==> src/hw/rtl/orss_pkg.sv <==
`default_nettype none
package orss_pkg;

  localparam int DIVIDEND_W = 23;
  localparam int DIVISOR_W  = 12;

  localparam logic [1:0] CMD_SETUP   = 2'd0;
  localparam logic [1:0] CMD_DISPLAY = 2'd1;
  localparam logic [1:0] CMD_RESTORE = 2'd2;
  localparam logic [1:0] CMD_HIDE    = 2'd3;

  localparam logic [0:0] CFG_SCREEN_MODE = 1'b0;
  localparam logic [0:0] CFG_SCALER_BASE = 1'b1;

  localparam logic [1:0] MODE_555     = 2'd0;
  localparam logic [1:0] MODE_565     = 2'd1;
  localparam logic [1:0] MODE_PALETTE = 2'd2;
  localparam logic [1:0] MODE_TRUE    = 2'd3;

  localparam logic [3:0] REG_BUS_EN    = 4'd0;
  localparam logic [3:0] REG_SCALE_CTL = 4'd1;
  localparam logic [3:0] REG_INCREMENT = 4'd2;
  localparam logic [3:0] REG_FORMAT    = 4'd3;
  localparam logic [3:0] REG_PITCH     = 4'd4;
  localparam logic [3:0] REG_SIZE      = 4'd5;
  localparam logic [3:0] REG_CAPTURE   = 4'd6;
  localparam logic [3:0] REG_START     = 4'd7;
  localparam logic [3:0] REG_END       = 4'd8;
  localparam logic [3:0] REG_OFFSET    = 4'd9;
  localparam logic [3:0] REG_KEY_MASK  = 4'd10;
  localparam logic [3:0] REG_KEY_COLOR = 4'd11;
  localparam logic [3:0] REG_KEY_CTL   = 4'd12;

  localparam logic [31:0] ENABLE_CLEAR = 32'h3fff_ffff;
  localparam logic [31:0] FORMAT_WORD  = 32'h000b_0000;
  localparam logic [31:0] CAPTURE_WORD = 32'h0004_0000;
  localparam logic [31:0] KEY_CTL_WORD = 32'h0000_0050;
  localparam logic [15:0] INC_SAT      = 16'hffff;

  typedef struct packed {
    logic [1:0]  command;
    logic        source_is_y422;
    logic [9:0]  source_width;
    logic [10:0] source_height;
    logic [15:0] source_pitch;
    logic [11:0] dest_left;
    logic [11:0] dest_top;
    logic [11:0] dest_right;
    logic [11:0] dest_bottom;
    logic [23:0] key_color_rgb;
    logic [31:0] buffer_offset;
  } orss_item_t;

  typedef struct packed {
    logic        write_valid;
    logic [3:0]  register_select;
    logic [31:0] register_data;
    logic        status;
    logic        last_result;
  } orss_result_t;

  // Commands from the controller to the datapath.
  typedef struct packed {
    logic       capture;
    logic       div_start;
    logic       div_sel_v;
    logic       store_h;
    logic       store_v;
    logic       commit;
    logic       disp_start;
    logic       disp_full;
    logic       load_out;
    logic       out_ack;
    logic [3:0] out_sel;
    logic       out_last;
  } orss_cmd_t;

  // Status from the datapath to the controller.
  typedef struct packed {
    logic [1:0] command;
    logic       y422;
    logic       due;
    logic       div_done;
    logic       out_free;
  } orss_stat_t;

endpackage
`default_nettype wire

==> src/hw/rtl/orss_stream_if.sv <==
`default_nettype none
interface orss_stream_if #(
  parameter type T = logic
) ();
  logic valid;
  logic ready;
  T     payload;

  modport source(output valid, output payload, input ready);
  modport sink(input valid, input payload, output ready);
endinterface
`default_nettype wire

==> src/hw/rtl/overlay_register_setup_sequencer_core.sv <==
// Overlay register setup sequencer.
// Commands arrive on the item channel and the register writes they cause
// leave on the result channel; both use valid/ready, and a transfer
// happens on a rising clock edge with both high. Configuration registers
// (screen color mode, scaler control base) are written through cfg_write,
// cfg_index and cfg_data; the user must write them only while no command
// is in flight, as the block itself does not enforce it.
// One command is worked on at a time. A display, restore or hide is
// captured and decoded, then gives one result per cycle while the receiver
// takes them, two for the two-write forms and a full reprogram otherwise;
// the next item can transfer once the last result is loaded. A setup runs
// two 23-step divisions on one shared bit-serial divider before its single
// acknowledge; a rejected setup skips both divisions and is acknowledged.
// The next item is taken while the final result still waits in the output
// register. When the receiver stalls, the output register holds its word
// and the sequence pauses until it is taken.
// Reset (synchronous, active high) clears all shadows and the current
// offset, empties the output register, marks a full reprogram as due, and
// restores the configuration defaults.
`default_nettype none
module overlay_register_setup_sequencer_core
  import orss_pkg::*;
(
  input  wire logic        clk,
  input  wire logic        rst,
  orss_stream_if.sink      item,
  orss_stream_if.source    result,
  input  wire logic        cfg_write,
  input  wire logic [0:0]  cfg_index,
  input  wire logic [29:0] cfg_data
);

  orss_cmd_t  ctl;
  orss_stat_t stat;

  orss_ctrl u_ctrl (
    .clk        (clk),
    .rst        (rst),
    .item_valid (item.valid),
    .item_ready (item.ready),
    .stat       (stat),
    .ctl        (ctl)
  );

  orss_datapath u_dp (
    .clk            (clk),
    .rst            (rst),
    .ctl            (ctl),
    .stat           (stat),
    .item_payload   (item.payload),
    .result_valid   (result.valid),
    .result_ready   (result.ready),
    .result_payload (result.payload),
    .cfg_write      (cfg_write),
    .cfg_index      (cfg_index),
    .cfg_data       (cfg_data)
  );

endmodule
`default_nettype wire

==> src/hw/rtl/orss_divider.sv <==
`default_nettype none
module orss_divider
  import orss_pkg::*;
(
  input  wire logic                  clk,
  input  wire logic                  rst,
  input  wire logic                  start,
  input  wire logic [DIVIDEND_W-1:0] dividend,
  input  wire logic [DIVISOR_W-1:0]  divisor,
  output logic                       done,
  output logic [DIVIDEND_W-1:0]      quotient
);

  localparam int CNT_W = $clog2(DIVIDEND_W);
  localparam logic [CNT_W-1:0] LAST_STEP = CNT_W'(DIVIDEND_W - 1);

  logic                 busy;
  logic [CNT_W-1:0]     count;
  logic [DIVISOR_W-1:0] dvs;
  logic [DIVISOR_W-1:0] rem;
  logic [DIVISOR_W:0]   rem_shift;
  logic                 fits;

  // Restoring division, one quotient bit per cycle, msb first.
  assign rem_shift = {rem, quotient[DIVIDEND_W-1]};
  assign fits      = rem_shift >= {1'b0, dvs};

  always_ff @(posedge clk) begin
    if (rst) begin
      busy  <= 1'b0;
      done  <= 1'b0;
      count <= '0;
    end else begin
      done <= 1'b0;
      if (start) begin
        busy  <= 1'b1;
        count <= '0;
      end else if (busy) begin
        count <= count + 1'b1;
        if (count == LAST_STEP) begin
          busy <= 1'b0;
          done <= 1'b1;
        end
      end
    end
  end

  always_ff @(posedge clk) begin
    if (start) begin
      quotient <= dividend;
      dvs      <= divisor;
      rem      <= '0;
    end else if (busy) begin
      if (fits) begin
        rem <= DIVISOR_W'(rem_shift - {1'b0, dvs});
      end else begin
        rem <= rem_shift[DIVISOR_W-1:0];
      end
      quotient <= {quotient[DIVIDEND_W-2:0], fits};
    end
  end

endmodule
`default_nettype wire

==> src/hw/rtl/orss_datapath.sv <==
`default_nettype none
module orss_datapath
  import orss_pkg::*;
(
  input  wire logic         clk,
  input  wire logic         rst,
  input  wire orss_cmd_t    ctl,
  output orss_stat_t        stat,
  input  wire orss_item_t   item_payload,
  output logic              result_valid,
  input  wire logic         result_ready,
  output orss_result_t      result_payload,
  input  wire logic         cfg_write,
  input  wire logic [0:0]   cfg_index,
  input  wire logic [29:0]  cfg_data
);

  logic [1:0]  screen_color_mode;
  logic [29:0] scaler_control_base;

  orss_item_t  cur;

  logic [31:0] scale_control_shadow;
  logic [31:0] scale_increment_shadow;
  logic [15:0] pitch_shadow;
  logic [31:0] size_shadow;
  logic [31:0] start_corner_shadow;
  logic [31:0] end_corner_shadow;
  logic [23:0] key_color_shadow;
  logic [23:0] key_mask_shadow;
  logic [31:0] current_offset;
  logic        reprogram_due;

  logic [15:0] inc_h;
  logic [15:0] inc_v;

  logic [DIVIDEND_W-1:0] div_dividend;
  logic [DIVISOR_W-1:0]  div_divisor;
  logic                  div_done;
  logic [DIVIDEND_W-1:0] div_quotient;
  logic [15:0]           quot_sat;
  logic                  zero_span_h;
  logic                  zero_span_v;

  logic [7:0]  key_r;
  logic [7:0]  key_g;
  logic [7:0]  key_b;
  logic [23:0] key_color_next;
  logic [23:0] key_mask_next;
  logic [31:0] write_data;
  logic        out_free;

  always_ff @(posedge clk) begin
    if (rst) begin
      screen_color_mode   <= MODE_TRUE;
      scaler_control_base <= 30'd12;
    end else if (cfg_write) begin
      unique case (cfg_index)
        CFG_SCREEN_MODE: screen_color_mode   <= cfg_data[1:0];
        CFG_SCALER_BASE: scaler_control_base <= cfg_data;
        default: ;
      endcase
    end
  end

  always_ff @(posedge clk) begin
    if (ctl.capture) begin
      cur <= item_payload;
    end
  end

  // A span counts as zero when the far edge is not beyond the near one.
  assign zero_span_h = cur.dest_right <= cur.dest_left;
  assign zero_span_v = cur.dest_bottom <= cur.dest_top;

  always_comb begin
    if (ctl.div_sel_v) begin
      div_dividend = {cur.source_height, 12'd0};
      div_divisor  = cur.dest_bottom - cur.dest_top;
    end else begin
      div_dividend = {1'b0, cur.source_width, 12'd0};
      div_divisor  = cur.dest_right - cur.dest_left;
    end
  end

  orss_divider u_div (
    .clk      (clk),
    .rst      (rst),
    .start    (ctl.div_start),
    .dividend (div_dividend),
    .divisor  (div_divisor),
    .done     (div_done),
    .quotient (div_quotient)
  );

  assign quot_sat = (|div_quotient[DIVIDEND_W-1:16]) ? INC_SAT : div_quotient[15:0];

  always_ff @(posedge clk) begin
    if (ctl.store_h) begin
      inc_h <= zero_span_h ? INC_SAT : quot_sat;
    end
    if (ctl.store_v) begin
      inc_v <= zero_span_v ? INC_SAT : quot_sat;
    end
  end

  assign key_r = cur.key_color_rgb[23:16];
  assign key_g = cur.key_color_rgb[15:8];
  assign key_b = cur.key_color_rgb[7:0];

  always_comb begin
    unique case (screen_color_mode)
      MODE_555: begin
        key_color_next = {9'd0, key_r[7:3], key_g[7:3], key_b[7:3]};
        key_mask_next  = 24'h00_7fff;
      end
      MODE_565: begin
        key_color_next = {8'd0, key_r[7:3], key_g[7:2], key_b[7:3]};
        key_mask_next  = 24'h00_ffff;
      end
      MODE_PALETTE: begin
        key_color_next = cur.key_color_rgb;
        key_mask_next  = 24'h00_00ff;
      end
      default: begin
        key_color_next = cur.key_color_rgb;
        key_mask_next  = 24'hff_ffff;
      end
    endcase
  end

  always_ff @(posedge clk) begin
    if (rst) begin
      scale_control_shadow   <= '0;
      scale_increment_shadow <= '0;
      pitch_shadow           <= '0;
      size_shadow            <= '0;
      start_corner_shadow    <= '0;
      end_corner_shadow      <= '0;
      key_color_shadow       <= '0;
      key_mask_shadow        <= '0;
      current_offset         <= '0;
      reprogram_due          <= 1'b1;
    end else begin
      if (ctl.commit) begin
        scale_control_shadow   <= {2'b11, scaler_control_base};
        scale_increment_shadow <= {inc_h, inc_v};
        pitch_shadow           <= {1'b0, cur.source_pitch[15:1]};
        size_shadow            <= {6'd0, cur.source_width, 5'd0, cur.source_height};
        start_corner_shadow    <= {4'd0, cur.dest_left, 4'd0, cur.dest_top};
        end_corner_shadow      <= {4'd0, cur.dest_right, 4'd0, cur.dest_bottom};
        key_color_shadow       <= key_color_next;
        key_mask_shadow        <= key_mask_next;
        reprogram_due          <= 1'b1;
      end
      if (ctl.disp_start) begin
        // Restore keeps the offset of the last displayed buffer.
        if (cur.command == CMD_DISPLAY) begin
          current_offset <= cur.buffer_offset;
        end
        if (ctl.disp_full) begin
          reprogram_due <= 1'b0;
        end
      end
    end
  end

  always_comb begin
    unique case (ctl.out_sel)
      REG_BUS_EN:    write_data = '0;
      REG_SCALE_CTL: write_data = (cur.command == CMD_HIDE) ?
                                  (scale_control_shadow & ENABLE_CLEAR) :
                                  scale_control_shadow;
      REG_INCREMENT: write_data = scale_increment_shadow;
      REG_FORMAT:    write_data = FORMAT_WORD;
      REG_PITCH:     write_data = {16'd0, pitch_shadow};
      REG_SIZE:      write_data = size_shadow;
      REG_CAPTURE:   write_data = CAPTURE_WORD;
      REG_START:     write_data = start_corner_shadow;
      REG_END:       write_data = end_corner_shadow;
      REG_OFFSET:    write_data = current_offset;
      REG_KEY_MASK:  write_data = {8'd0, key_mask_shadow};
      REG_KEY_COLOR: write_data = {8'd0, key_color_shadow};
      REG_KEY_CTL:   write_data = KEY_CTL_WORD;
      default:       write_data = '0;
    endcase
  end

  assign out_free = !result_valid || result_ready;

  always_ff @(posedge clk) begin
    if (rst) begin
      result_valid <= 1'b0;
    end else if (ctl.load_out) begin
      result_valid <= 1'b1;
    end else if (result_ready) begin
      result_valid <= 1'b0;
    end
  end

  always_ff @(posedge clk) begin
    if (ctl.load_out) begin
      if (ctl.out_ack) begin
        result_payload.write_valid     <= 1'b0;
        result_payload.register_select <= REG_BUS_EN;
        result_payload.register_data   <= '0;
        result_payload.status          <= !cur.source_is_y422;
        result_payload.last_result     <= 1'b1;
      end else begin
        result_payload.write_valid     <= 1'b1;
        result_payload.register_select <= ctl.out_sel;
        result_payload.register_data   <= write_data;
        result_payload.status          <= 1'b0;
        result_payload.last_result     <= ctl.out_last;
      end
    end
  end

  assign stat.command  = cur.command;
  assign stat.y422     = cur.source_is_y422;
  assign stat.due      = reprogram_due;
  assign stat.div_done = div_done;
  assign stat.out_free = out_free;

endmodule
`default_nettype wire

==> src/hw/rtl/orss_ctrl.sv <==
`default_nettype none
module orss_ctrl
  import orss_pkg::*;
(
  input  wire logic        clk,
  input  wire logic        rst,
  input  wire logic        item_valid,
  output logic             item_ready,
  input  wire orss_stat_t  stat,
  output orss_cmd_t        ctl
);

  typedef enum logic [6:0] {
    S_IDLE   = 7'b0000001,
    S_DECODE = 7'b0000010,
    S_DIV_H  = 7'b0000100,
    S_DIV_V  = 7'b0001000,
    S_COMMIT = 7'b0010000,
    S_ACK    = 7'b0100000,
    S_EMIT   = 7'b1000000
  } state_t;

  state_t     state;
  state_t     state_next;
  logic [3:0] seq;
  logic [3:0] seq_next;
  logic       full;
  logic       full_next;
  logic       start_full;
  logic [3:0] sel_after;
  logic       sel_last;

  assign item_ready = (state == S_IDLE);

  // A restore always reprograms everything; a display only when due.
  assign start_full = (stat.command == CMD_RESTORE) ||
                      ((stat.command == CMD_DISPLAY) && stat.due);

  // Short sequences write bus enable first, then one register.
  always_comb begin
    if (seq == REG_BUS_EN) begin
      sel_after = (stat.command == CMD_HIDE) ? REG_SCALE_CTL : REG_OFFSET;
    end else begin
      sel_after = seq + 4'd1;
    end
  end

  assign sel_last = full ? (seq == REG_KEY_CTL) : (seq != REG_BUS_EN);

  always_comb begin
    state_next = state;
    seq_next   = seq;
    full_next  = full;
    ctl        = '0;
    ctl.out_sel  = seq;
    ctl.out_last = sel_last;
    ctl.disp_full = start_full;
    unique case (state)
      S_IDLE: begin
        if (item_valid) begin
          ctl.capture = 1'b1;
          state_next  = S_DECODE;
        end
      end
      S_DECODE: begin
        if (stat.command == CMD_SETUP) begin
          if (stat.y422) begin
            ctl.div_start = 1'b1;
            state_next    = S_DIV_H;
          end else begin
            state_next = S_ACK;
          end
        end else begin
          ctl.disp_start = (stat.command != CMD_HIDE);
          full_next      = start_full;
          seq_next       = start_full ? REG_SCALE_CTL : REG_BUS_EN;
          state_next     = S_EMIT;
        end
      end
      S_DIV_H: begin
        if (stat.div_done) begin
          ctl.store_h   = 1'b1;
          ctl.div_start = 1'b1;
          ctl.div_sel_v = 1'b1;
          state_next    = S_DIV_V;
        end
      end
      S_DIV_V: begin
        if (stat.div_done) begin
          ctl.store_v = 1'b1;
          state_next  = S_COMMIT;
        end
      end
      S_COMMIT: begin
        ctl.commit = 1'b1;
        state_next = S_ACK;
      end
      S_ACK: begin
        if (stat.out_free) begin
          ctl.load_out = 1'b1;
          ctl.out_ack  = 1'b1;
          state_next   = S_IDLE;
        end
      end
      S_EMIT: begin
        if (stat.out_free) begin
          ctl.load_out = 1'b1;
          seq_next     = sel_after;
          if (sel_last) begin
            state_next = S_IDLE;
          end
        end
      end
      default: state_next = S_IDLE;
    endcase
  end

  always_ff @(posedge clk) begin
    if (rst) begin
      state <= S_IDLE;
      seq   <= REG_BUS_EN;
      full  <= 1'b0;
    end else begin
      state <= state_next;
      seq   <= seq_next;
      full  <= full_next;
    end
  end

endmodule
`default_nettype wire

==> src/flat_wrapper.sv <==
// flat-port wrapper written by rule: the top's interface ports become plain ports
module overlay_register_setup_sequencer_core_flat import orss_pkg::*;
  (clk, rst, cfg_write, cfg_index, cfg_data, item_valid, item_payload, item_ready, result_valid, result_payload, result_ready);
  orss_stream_if #(.T(orss_item_t)) item_i ();
  orss_stream_if #(.T(orss_result_t)) result_i ();
  input  wire logic clk;
  input  wire logic rst;
  input  wire logic cfg_write;
  input  wire logic [0:0] cfg_index;
  input  wire logic [29:0] cfg_data;
  input wire logic [$bits(item_i.valid)-1:0] item_valid;
  input wire logic [$bits(item_i.payload)-1:0] item_payload;
  output wire logic [$bits(item_i.ready)-1:0] item_ready;
  output wire logic [$bits(result_i.valid)-1:0] result_valid;
  output wire logic [$bits(result_i.payload)-1:0] result_payload;
  input wire logic [$bits(result_i.ready)-1:0] result_ready;
  assign item_i.valid = item_valid;
  assign item_i.payload = item_payload;
  assign item_ready = item_i.ready;
  assign result_valid = result_i.valid;
  assign result_payload = result_i.payload;
  assign result_i.ready = result_ready;
  overlay_register_setup_sequencer_core u_core (.clk(clk), .rst(rst), .item(item_i), .result(result_i), .cfg_write(cfg_write), .cfg_index(cfg_index), .cfg_data(cfg_data));
endmodule
==> config.mk <==
export PLATFORM = sky130hd
export DESIGN_NAME = overlay_register_setup_sequencer_core_flat
export DESIGN_NICKNAME = d
export VERILOG_FILES = /design/src/hw/rtl/orss_pkg.sv /design/src/hw/rtl/orss_stream_if.sv /design/src/hw/rtl/overlay_register_setup_sequencer_core.sv /design/src/hw/rtl/orss_divider.sv /design/src/hw/rtl/orss_datapath.sv /design/src/hw/rtl/orss_ctrl.sv /design/src/flat_wrapper.sv
export SDC_FILE = /design/constraint.sdc
export NUM_CORES = 1
export LEC_CHECK = 0
export ABC_AREA = 0
export BUFFER_PORTS_ARGS = -buffer_cell sky130_fd_sc_hd__buf_4
export CORE_UTILIZATION = 46
export CTS_BUF_LIST = sky130_fd_sc_hd__clkbuf_4
export DETAILED_ROUTE_END_ITERATION = 8
export PLACE_DENSITY_LB_ADDON = 0.2
export SETUP_SLACK_MARGIN = 0.2
export SYNTH_ARGS = -nofsm -noshare
export SYNTH_HDL_FRONTEND = slang
export SYNTH_SLANG_ARGS = --single-unit
==> constraint.sdc <==
create_clock -name clk -period 7 [get_ports clk]
set_clock_uncertainty 0.1 [all_clocks]
set_input_delay 0.35 -clock clk [delete_from_list [all_inputs] [get_ports clk]]
set_output_delay 0.35 -clock clk [all_outputs]
set_load 0.01 [all_outputs]
==> results by group, run 1 <==
Floorplan
  – Io pins: 221
  – DIE AREA: approximately 47000 um2
  – Rows: just under 80
  – Die Y: 217 um
  – Core Footprint: 45500 um2
  – Die X: 217 um
  – Initial Util: 0.467

Synthesis
  – Xor and xnor area share after synthesis: 0.0140
  – Simple-gate share of the synthesized area: 0.142
  – Post-synth cell types: 69
  – Ys async rst share: 0
  – Area fraction in compound gates after synthesis: 0.152
  – Synth area leader: edfxtp_1
  – Count leader, synth: nand2_1
  – Seq/Total Area, Yosys: 0.607
  – #FFs+latches synth: 520
  – Top cell type's share of synthesized area: 0.352
  – Post-Synth Adder-Cell Area: 0.0299
  – Top FF cell, synth: dfxtp_1
  – Post-Syn Area: ~21000 um2
  – Syn. warnings: 0
  – Syn_nets: ~2300
  – Synth area leaders: edfxtp_1 35%, dfxtp_1 26%, nand2_1 8.8%
  – Largest family of logic cells by synthesized area: compound AO/OA/AOI/OAI gates
  – Mean Syn Cell Area: about 10 um2
  – Synth top cells by count: 497 x nand2_1, 294 x a21oi_1, 271 x dfxtp_1, 249 x edfxtp_1, 108 x clkbuf_1
  – Post-Syn Instances: 2064
  – Proportion of synthesized area in mux cells: 0.0195
  – EDFF count, synth: 249

Placed design
  – # port buffers: 219
  – HPWL after detailed placement: 40.9 mm
  – Routability cong.: approximately 0.9
  – Post-DP Area: 23300 um2

Clocking
  – H-tree depth: 4
  – CTS tree: built
  – CTS resizes: 0
  – Clock Tree Buf Depth: 3
  – Root Buffer: clkbuf_4
  – CTS Buf Count: 140
  – Clock sinks: between 500 and 600
  – Clock transition at the registers of the reported paths: roughly 0.060 ns
  – Clock latency on the worst-skew pair: 0.93 ns

Setup path
  – Critical Path Fanout Max: 23
  – Worst Path Required: 7.44 ns
  – CP Launch Type: register
  – Kind of critical path: reg -> reg
  – Arr. time, crit path: slightly above 4 ns
  – CP endpoint kind: register

Final layout
  – Final instance area: between 20000 and 30000 um2
  – Filler cell count: 3708
  – Layout cells sized above 1: 0.179
  – Net count, final: around 2900
  – Area Growth Syn to Fin: 33.3%

Global routing
  – Met3 usage: 0.0551
  – Largest net degree at the start of global routing: between 100 and 150
  – All-Layer GR Usage: 0.281
  – Vias in the first global route: approximately 18000
  – GR Util met1: 0.350
  – First-pass GRT wire length: 100 mm
  – Grt ovf: 0
  – GR Layer Usage met2: 0.470
  – Most Crowded Layer GR: met2
  – Initial antenna violation count: 3

Timing
  – Final hold vios: 0
  – Final setup violation count: 0
  – Relative slew slack: 0.173
  – Crit share post-route: 0.527
  – Setup TNS: 0 ns
  – Max Transition Viols Final: 0
  – Unrepaired setup endpoints after global routing: no
  – Fin crit period: 3.69 ns
  – Worst-Margin Slew: 1.24 ns
  – Fmax: 0.271 GHz

Route
  – Routed wire length: 65.9 mm
  – Remaining antenna violation count: 0
  – Vias/cell: 5.43
  – Drt initial violations: 1760
  – WL/cell: 19.7 um
  – Detailed Routing Iterations Pass 1: 6
  – Number of remaining DRC errors: 0
  – Vias: 18100

Power
  – Pwr Density: roughly 250 nW/um2
  – VDD IR-drop max: 0.152 mV
  – Leak Pwr: 10.5 nW

Flow run
  – Max-Cap Viols: 0

Hold path
  – Worst Hold Class: in -> reg

Outcome
  – Outcome: finished, final reports clean
==> metrics by stage <==
| step | instances | setup WS, ns | total power, mW | util | hold slack, ns |
|---|---|---|---|---|---|
| floorplan | 2064 | 2.07 | 3.85 | - | 0.327 |
| global placement | 2767 | 3.42 | 4.05 | 0.512 | 0.342 |
| detailed placement | 2767 | 3.33 | 4.06 | 0.512 | 0.347 |
| CTS | 3335 | 3.33 | 7.02 | 0.623 | 0.00184 |
| global route | 3340 | 3.06 | 7.32 | 0.623 | 0.00359 |
| finish | 3340 | 3.31 | 7.03 | 0.623 | 0.0635 |
==> power by group <==
| part | internal, mW | total (mW) | switching, mW |
|---|---|---|---|
| Clock | 1.56 | 2.86 | 1.30 |
| Combinational | 0.394 | 0.780 | 0.386 |
| Sequential | 3.30 | 3.38 | 0.0839 |
| Total | 5.26 | 7.03 | 1.77 |
==> what timing repair did <==
| item | 4_1_cts | 5_1_grt |
|---|---|---|
| buffers inserted | 0 | 0 |
| hold buffers | 316 | 0 |
| endpoints found under the hold margin | 272 | 0 |
==> cell usage in the layout, fill, tap and decap left out, types with 22 or more instances in the layout <==
| cell | instances |
|---|---|
| o21ai_0 | 43 |
| a221oi_1 | 26 |
| a21oi_1 | 294 |
| buf_4 | 238 |
| dlygate4sd3_1 | 316 |
| clkbuf_4 | 218 |
| nand2_1 | 496 |
| a22oi_1 | 52 |
| inv_1 | 53 |
| clkinv_1 | 22 |
| nor2_1 | 52 |
| a31oi_1 | 28 |
| ha_1 | 46 |
| dfxtp_1 | 271 |
| edfxtp_1 | 249 |
| mux2i_1 | 38 |
==> registers in the layout (all words and copies together), names as in the netlist, 5 cells and up <==
register	flops
u_core.u_dp.cur	140
u_core.u_dp.inc_h	16
u_core.u_dp.u_div.count	5
u_core.u_dp.scale_control_shadow	30
u_core.u_dp.size_shadow	21
u_core.u_ctrl.state	7
u_core.u_dp.inc_v	16
u_core.u_dp.u_div.rem	12
u_core.u_dp.u_div.quotient	23
u_core.u_dp.pitch_shadow	15
u_core.u_dp.current_offset	32
u_core.u_dp.scale_increment_shadow	32
u_core.u_dp.scaler_control_base	30
u_core.u_dp.u_div.dvs	12
u_core.u_dp.result_payload	39
u_core.u_dp.end_corner_shadow	24
u_core.u_dp.start_corner_shadow	24
u_core.u_dp.key_color_shadow	24
==> cell type report <==
| cell class | instances | area, um2 | share of cell area |
|---|---|---|---|
| Sequential cell | 520 | 12900 | 0.456 |
| Multi-Input combinational cell | 1353 | 7610 | 0.269 |
| Timing Repair Buffer | 555 | 4960 | 0.175 |
| Clock buffer | 218 | 1640 | 0.0578 |
| Tap cell | 600 | 751 | 0.0265 |
| Clock inverter | 34 | 244 | 0.00861 |
| Inverter | 55 | 206 | 0.00729 |
| Antenna cell | 5 | 12.5 | 0.000442 |
==> worst paths after layout <==
kind,startpoint,end,slack (ns),cells after the start
worst min register to register,u_core.u_dp.scaler_control_base[21],u_core.u_dp.scale_control_shadow[21],0.35,2
worst min-delay path,item_payload[115],u_core.u_dp.cur[115],0.06,2
worst max-delay path,u_core.u_ctrl.state[2],u_core.u_dp.u_div.quotient[15],3.31,5
worst max register to register,u_core.u_ctrl.state[2],u_core.u_dp.u_div.quotient[15],3.31,5
==> worst max-delay path: stages, from the launching register on <==
cell      delay (ns)
dfxtp_1         0.37
nor3_2          0.35
and4b_1         0.39
nand3_2         0.53
and2_1          0.62
nand2b_1        0.95
==> kinds of logic after synthesis <==
kind of cell    count (synthesis)
xor+xnor                       34
compound gates                530
simple gates                  699
flops                         520
mux                            41
buf+inv                       191
fa+ha+maj                      49
==> layer usage <==
metal  share of wire  routed length (um)
met1            0.41               26800
met2            0.49               32200
met3           0.068                4480
met4           0.037                2450
met5               0                   0
Power figures use the tool's default switching activity.
==> run 2: changes to the inputs <==
ABC_AREA = 1   (was 0)
clock period = 3.57 ns   (was 7 ns; I/O delays follow)
==> results by group, run 2 <==
Synthesis
  – Post-synth cell types: 59
  – Synth top cells by count: 410 x nand2_1, 367 x nor2_1, 271 x dfxtp_1, 249 x edfxtp_1, 239 x o21ai_0
  – Synth area leaders: edfxtp_1 34%, dfxtp_1 25%, nand2_1 7.0%
  – Syn. warnings: 0
  – Synth area leader: edfxtp_1
  – Seq/Total Area, Yosys: 0.585
  – Syn_nets: 2640
  – Count leader, synth: nand2_1
  – Ys async rst share: 0
  – Top cell type's share of synthesized area: 0.339
  – EDFF count, synth: 249
  – Post-Syn Instances: between 2000 and 2500
  – #FFs+latches synth: 520
  – Post-Syn Area: 22000 um2
  – Mean Syn Cell Area: 9.14 um2
  – Top FF cell, synth: dfxtp_1

Power
  – Pwr Density: around 560 nW/um2
  – Leak Pwr: 12.2 nW
  – VDD IR-drop max: 0.424 mV

Route
  – Detailed Routing Iterations Pass 1: 9
  – Routed wire length: 72.2 mm
  – Number of remaining DRC errors: 20
  – Vias: roughly 20000
  – Remaining antenna violation count: 0
  – Drt initial violations: 2090
  – Vias/cell: 5.27
  – WL/cell: 19.0 um

Global routing
  – Largest net degree at the start of global routing: 81
  – Grt ovf: 0
  – All-Layer GR Usage: 0.297
  – First-pass GRT wire length: 111 mm
  – Initial antenna violation count: 6
  – Vias in the first global route: 19800

Placed design
  – Post-DP Area: 24200 um2
  – HPWL after detailed placement: 46.2 mm
  – Dpl cells: 3159
  – Routability cong.: about 0.9
  – # port buffers: approximately 220

Outcome
  – Failing checks: design-rule violations
  – Outcome: finished with violations

Floorplan
  – Core Footprint: 47000 um2
  – Rows: 79
  – Die Y: 221 um
  – Die X: 221 um
  – Initial Util: 0.469
  – DIE AREA: 48800 um2
  – Io pins: approximately 220

Timing
  – Worst-Margin Slew: about 1.1 ns
  – Max Transition Viols Final: 0
  – Crit share post-route: 0.750
  – Fin crit period: ~2.7 ns
  – Setup TNS: 0 ns
  – Final hold vios: 0
  – Unrepaired setup endpoints after global routing: no
  – Relative slew slack: 0.272
  – Fmax: between 0.3 and 0.4 GHz
  – Final setup violation count: 0

Final layout
  – Area of the multi-input gates: 7680 um2
  – Reg area: around 13000 um2
  – Largest register by flop count: u_core.u_dp.cur
  – Final instance area: 29900 um2
  – Commonest non-fill, non-tap cell in the layout: nand2_1
  – Most frequent cells in the layout: 408 x nand2_1, 377 x dlygate4sd3_1, 365 x nor2_1
  – Layout cells sized above 1: 0.175
  – Largest registers: u_core.u_dp.cur x140, u_core.u_dp.result_payload x39
  – Net count, final: 3299
  – Flip-flop count of the largest register after layout: 140
  – Area Growth Syn to Fin: 35.8%
  – Finished Layout Cells: 3793
  – Filler cell count: 3761

Setup path
  – Worst Path Required: 4.15 ns
  – CP Launch Type: register
  – Kind of critical path: reg -> reg
  – CP endpoint kind: register
  – Arr. time, crit path: about 3.3 ns
  – Critical Path Fanout Max: 16
  – Worst Setup SP: u_core.u_dp.cur[80]
  – Critical R2R Launch: u_core.u_dp.cur[80]

Clocking
  – Clock transition at the registers of the reported paths: 0.08 ns
  – Clock Tree Buf Depth: 3
  – Root Buffer: clkbuf_4
  – Clock sinks: 520
  – Clock latency on the worst-skew pair: just over 1 ns
  – Post-CTS Setup Bufs: 0
  – CTS tree: built
  – CTS Buf Count: 139
  – H-tree depth: 4

Hold path
  – Worst Hold Class: in -> reg
  – Hold_sp: result_ready

Flow run
  – Max-Cap Viols: 0
==> run 2: logic make-up after synthesis <==
logic type | after synthesis | share of synthesized area
buf+inv | 348 | 0.0680
fa+ha+maj | 49 | 0.0288
xor+xnor | 14 | 0.00556
mux | 1 | 0.000454
flops | 520 | 0.585
compound gates | 506 | 0.127
simple gates | 973 | 0.185
==> run 2: stage by stage <==
stage	power [mW]	utilization	hold slack [ns]	setup slack [ns]
2_1_floorplan	9.40	-	0.177	0.159
5_1_grt	17.5	0.638	0.144	0.655
6_report	16.7	0.638	0.0982	0.892
3_5_place_dp	10.6	0.516	0.258	0.921
3_3_place_gp	10.6	0.516	0.257	0.987
4_1_cts	16.7	0.637	0.0109	0.912
==> run 2: path summary, 6_finish.rpt <==
kind / end / slack, ns / depth (start not counted)
setup / recovery: u_core.u_dp.inc_v[8] / 0.89 / 10
hold / removal: u_core.u_dp.result_valid / 0.1 / 5
setup reg to reg: u_core.u_dp.inc_v[8] / 0.89 / 10
hold reg to reg: u_core.u_dp.scale_increment_shadow[11] / 0.35 / 2
==> run 2: final cells by class <==
cell class / instances / area share
antenna: 6 / 0.000501
clock buffer: 223 / 0.0559
clock inverter: 28 / 0.00857
inverter: 233 / 0.0295
multi-input combinational: 1543 / 0.256
sequential: 520 / 0.431
tap: 607 / 0.0254
timing repair buffer: 633 / 0.193
==> run 2: timing repair <==
action	CTS	global route
hold buffers	377	0
gates resized for setup	0	0
endpoints found under the hold margin	421	0
==> run 2: critical path: stages, from the launching register on <==
cell	delay, ns
edfxtp_1	0.40
ha_1	0.19
inv_1	0.09
fa_1	0.30
a21oi_1	0.11
o21ai_2	0.18
a21oi_1	0.12
o21ai_0	0.17
nand2_1	0.11
inv_1	0.44
nand2_1	0.12
==> run 2: power by group <==
| group | switching (mW) | leakage [nW] | total (mW) | internal, mW |
|---|---|---|---|---|
| logic | 2.09 | 6.45 | 3.35 | 1.26 |
| registers | 0.439 | 4.58 | 7.57 | 7.13 |
| clock network | 2.61 | 1.15 | 5.80 | 3.19 |
| total | 5.13 | 12.2 | 16.7 | 11.6 |
==> run 2: routing by layer <==
layer / global-route usage / wire, um
met5: 0 / 0
met1: 0.380 / 30400
met2: 0.477 / 33600
met4: 0.149 / 2900
met3: 0.0631 / 5250
